--- config.mk ---
export PLATFORM = sky130hd
export DESIGN_NAME = gocn_ram
export DESIGN_NICKNAME = d
export VERILOG_FILES = /design/src/gocn_ram.sv
export SDC_FILE = /design/constraint.sdc
export NUM_CORES = 1
export LEC_CHECK = 0
export BUFFER_PORTS_ARGS = -buffer_cell sky130_fd_sc_hd__buf_2
export CORE_AREA = 2 2 97 99
export DETAILED_ROUTE_END_ITERATION = 7
export DIE_AREA = 0 0 99 101
export GPL_ROUTABILITY_DRIVEN = 0
export GPL_TIMING_DRIVEN = 0
export PLACE_DENSITY = 0.86
export SYNTH_ARGS = -nofsm -noshare
export SYNTH_HDL_FRONTEND = slang
export SYNTH_SLANG_ARGS = --single-unit
--- constraint.sdc ---
create_clock -name clk -period 2.8 [get_ports clk]
set_input_delay 0.56 -clock clk [delete_from_list [all_inputs] [get_ports clk]]
set_output_delay 0.56 -clock clk [all_outputs]
set_load 0.01 [all_outputs]
--- src/gocn_ram.sv ---
module gocn_ram #(
  parameter int WIDTH = 8,
  parameter int DEPTH = 16
) (
  input  logic                     clk,
  input  logic                     we,
  input  logic [$clog2(DEPTH)-1:0] waddr,
  input  logic [WIDTH-1:0]         wdata,
  input  logic [$clog2(DEPTH)-1:0] raddr,
  output logic [WIDTH-1:0]         rdata
);

  logic [WIDTH-1:0] mem [DEPTH];

  always_ff @(posedge clk) begin
    if (we) begin
      mem[waddr] <= wdata;
    end
    rdata <= mem[raddr];
  end

endmodule

==> results.cfg <==
[synth]
seq_area_frac_synth = 0.778
post_synth.cell_area_avg_um2 = 22.5
synth_xor_area_frac = 0
synthMuxAreaShare = 0.150
synthAdderAreaFrac = 0
synth_warn = 0
largest_family_of_logic_cells_by_synthesized_area = multiplexers
yosys_register_bits = 136
netlist_cell_types = 19
mappedNetlistNets = 247
syn-cell-area_mm2 = 0.00515
synth-simple-area-share = 0.0318
synthCells = 229
synth_compound_area_frac = 0.0233

[finish]
layout.cells.most_common = sky130_fd_sc_hd__edfxtp_1
instances_no_fill = 396
final_core_util = 0.669
fin_area_mm2 = 0.00601
areaGrowthSynthToFinish_pct = 16.7
finish.net_count = 290
n_antenna_cell = 0
layout-drive-gt1-share = 0.298
layout_common_cells = sky130_fd_sc_hd__edfxtp_1, sky130_fd_sc_hd__buf_2, sky130_fd_sc_hd__mux4_2, sky130_fd_sc_hd__a22oi_1, sky130_fd_sc_hd__clkbuf_16

[floorplan]
core_mm2 = 0.00898
die_extent_in_x_um = 99
pin_count = 26
die_h_um = 101
initial_utilization = 0.573
floorplan.rows = 35
die_area_mm2 = 0.0100

[global_routing]
number_of_antenna_violations_at_the_first_check_in_global_routing = 0
grt-ovfl-total = 0
first_global_vias = 2465
global_route_wire_length_before_repair_mm = 14.6
grt_util_all_layers = 0.213
grt_start_max_net_pins = 17

[worst_setup_path]
critical_path_data_arrival_time_ns = 2.13
worst_ep_required_time_ns = 2.93
worst_r2r_endpoint = rdata[7]
endpoint = mem[0][3]
reg2reg_from = mem[0][7]
cp-end-kind = flop
crit_fanout = 8
crit_start = waddr[2]
setup.worst_path.start_class = input port
setup.worst_path.class = in2reg
reg2reg_depth = 3
reg2reg_setup_slack_ns = 1.40

[timing]
worstMarginPinSlew_ns = 1.22
hold_viol = 0
timing.slew.headroom = 0.181
timing.setup.tns_ns = 0
setup_repair_after_global_routing_missed_its_margin = false
finalSetupViolCount = 0
finClkSkew_ns = 0.00711
timing.final.crit_period_ns = 2.00
timing.final.crit_share = 0.714
final_max_slew_viol_count = 0
fmax_ghz = 0.500

[drt]
firstDrtPassIters = 5
detail_route.vias_per_cell = 6.24
postRouteAntennaNets = 0
sum_of_routed_wire_length_over_all_layers_mm = 9.75
detail_route.drc_violations = 0
detail_route.iter0.violations = 259
via_count = 2473
wl_per_cell_um = 24.6

[run_status]
outcome = finished clean

[placed_design]
buffer_ports.inserted = 24
place_area_mm2 = 0.00541
place.detailed.hpwl_mm = 5.84
numPlacedInstances = 364

[clocking]
post-cts-setup-buffer-count = 0
htreeDepth = 4
cts_buffer_depth = 2
cts_made_buffers = 17
clock_sinks = 136
worst_setup_hold_path_clk_slew_ns = 0.06
cts_hold_repair.buffers = 0
clk_latency_ns = 0.52
root_buffer = sky130_fd_sc_hd__clkbuf_8
tritoncts = yes
cts-resized-gates = 0

[job]
maxCapViolations = 0

[power_and_ir_drop]
pwr-share-comb = 0.047
netSwitchingPower_w = 0.000981
post-layout-total-power_w = 0.00473
pwr-share-seq = 0.483
switching_share = 0.207
vdd_drop_max_v = 0.000677
power_leakage_nw = 2.02
internal_power_w = 0.00375
pwr-share-clk = 0.470
ratio_of_total_power_to_cell_area_mw_per_mm2 = 788

[hold_path]
hold_class = in2reg
## cells in the mapped netlist, drive strengths merged
master | instances | share of area
a22oi | 16 | 0.023
and2 | 1 | 0.0012
and2b | 1 | 0.0015
buf | 7 | 0.011
clkdlybuf4s25 | 3 | 0.0058
dfxtp | 8 | 0.031
edfxtp | 128 | 0.75
mux4 | 32 | 0.15
nand2 | 9 | 0.0066
nand2b | 2 | 0.0024
nand3 | 1 | 0.00097
nand3b | 2 | 0.0029
nor2 | 13 | 0.0095
nor2b | 1 | 0.0012
nor3 | 4 | 0.0039
or3b | 1 | 0.0017
## power by group through the flow
| stage | logic (W) | registers [W] | clock network, W |
|---|---|---|---|
| 6_report | 0.000220 | 0.00229 | 0.00223 |
| 5_1_grt | 0.000236 | 0.00229 | 0.00234 |
| 4_1_cts | 0.000221 | 0.00229 | 0.00224 |
| 3_5_place_dp | 0.000218 | 0.00233 | 0 |
| 3_3_place_gp | 0.000208 | 0.00233 | 0 |
| 2_1_floorplan | 0.000116 | 0.00233 | 0 |
## per-stage QoR
step | hold WS [ns] | setup WS, ns
6_report | 0.441 | 0.801
5_1_grt | 0.421 | 0.707
3_5_place_dp | 0.677 | 0.293
3_3_place_gp | 0.655 | 0.266
2_1_floorplan | 0.629 | 0.747
4_1_cts | 0.421 | 0.846
## logic make-up after synthesis
logic type | count (synthesis)
simple gates | 35
flops | 136
mux | 32
compound gates | 16
buf+inv | 10
## metal layers
layer  share of wire  vias to the layer above  GRT usage  routed length (µm)
li1                -                     1058          -                   -
met1            0.43                     1264      0.303                4170
met2            0.48                      132      0.320                4720
met3           0.074                       19     0.0645                 723
met4           0.015                        0     0.0759                 144
met5               0                        -          0                   0
## worst min-delay path by stage
| stage | startpoint | end | cells after the start |
|---|---|---|---|
| after CTS | wdata[6] | mem[6][6] | 1 |
| after detailed placement | mem[8][0] | rdata[0] | 3 |
| after global routing | wdata[6] | mem[6][6] | 1 |
| final | wdata[6] | mem[0][6] | 1 |
| after floorplan | mem[7][0] | rdata[0] | 3 |
| after global placement | mem[11][1] | rdata[1] | 3 |
## layout make-up
class / instances / area, µm²
buffer: 10 / 86.3
clock buffer: 18 / 428
clock inverter: 14 / 174
fill: 527 / 2970
multi-input combinational: 83 / 1060
sequential: 136 / 4000
tap: 111 / 139
timing repair buffer: 24 / 120
## state kept, by name (all words and copies together) (netlist names)
name,count
mem,128
rdata,8
## critical path, cell delays in order
cell                     delay [ns]
sky130_fd_sc_hd__buf_2         0.12
sky130_fd_sc_hd__or3b_2        0.53
sky130_fd_sc_hd__nor3_1        0.92
No activity file was read; power rests on OpenSTA's default activity.
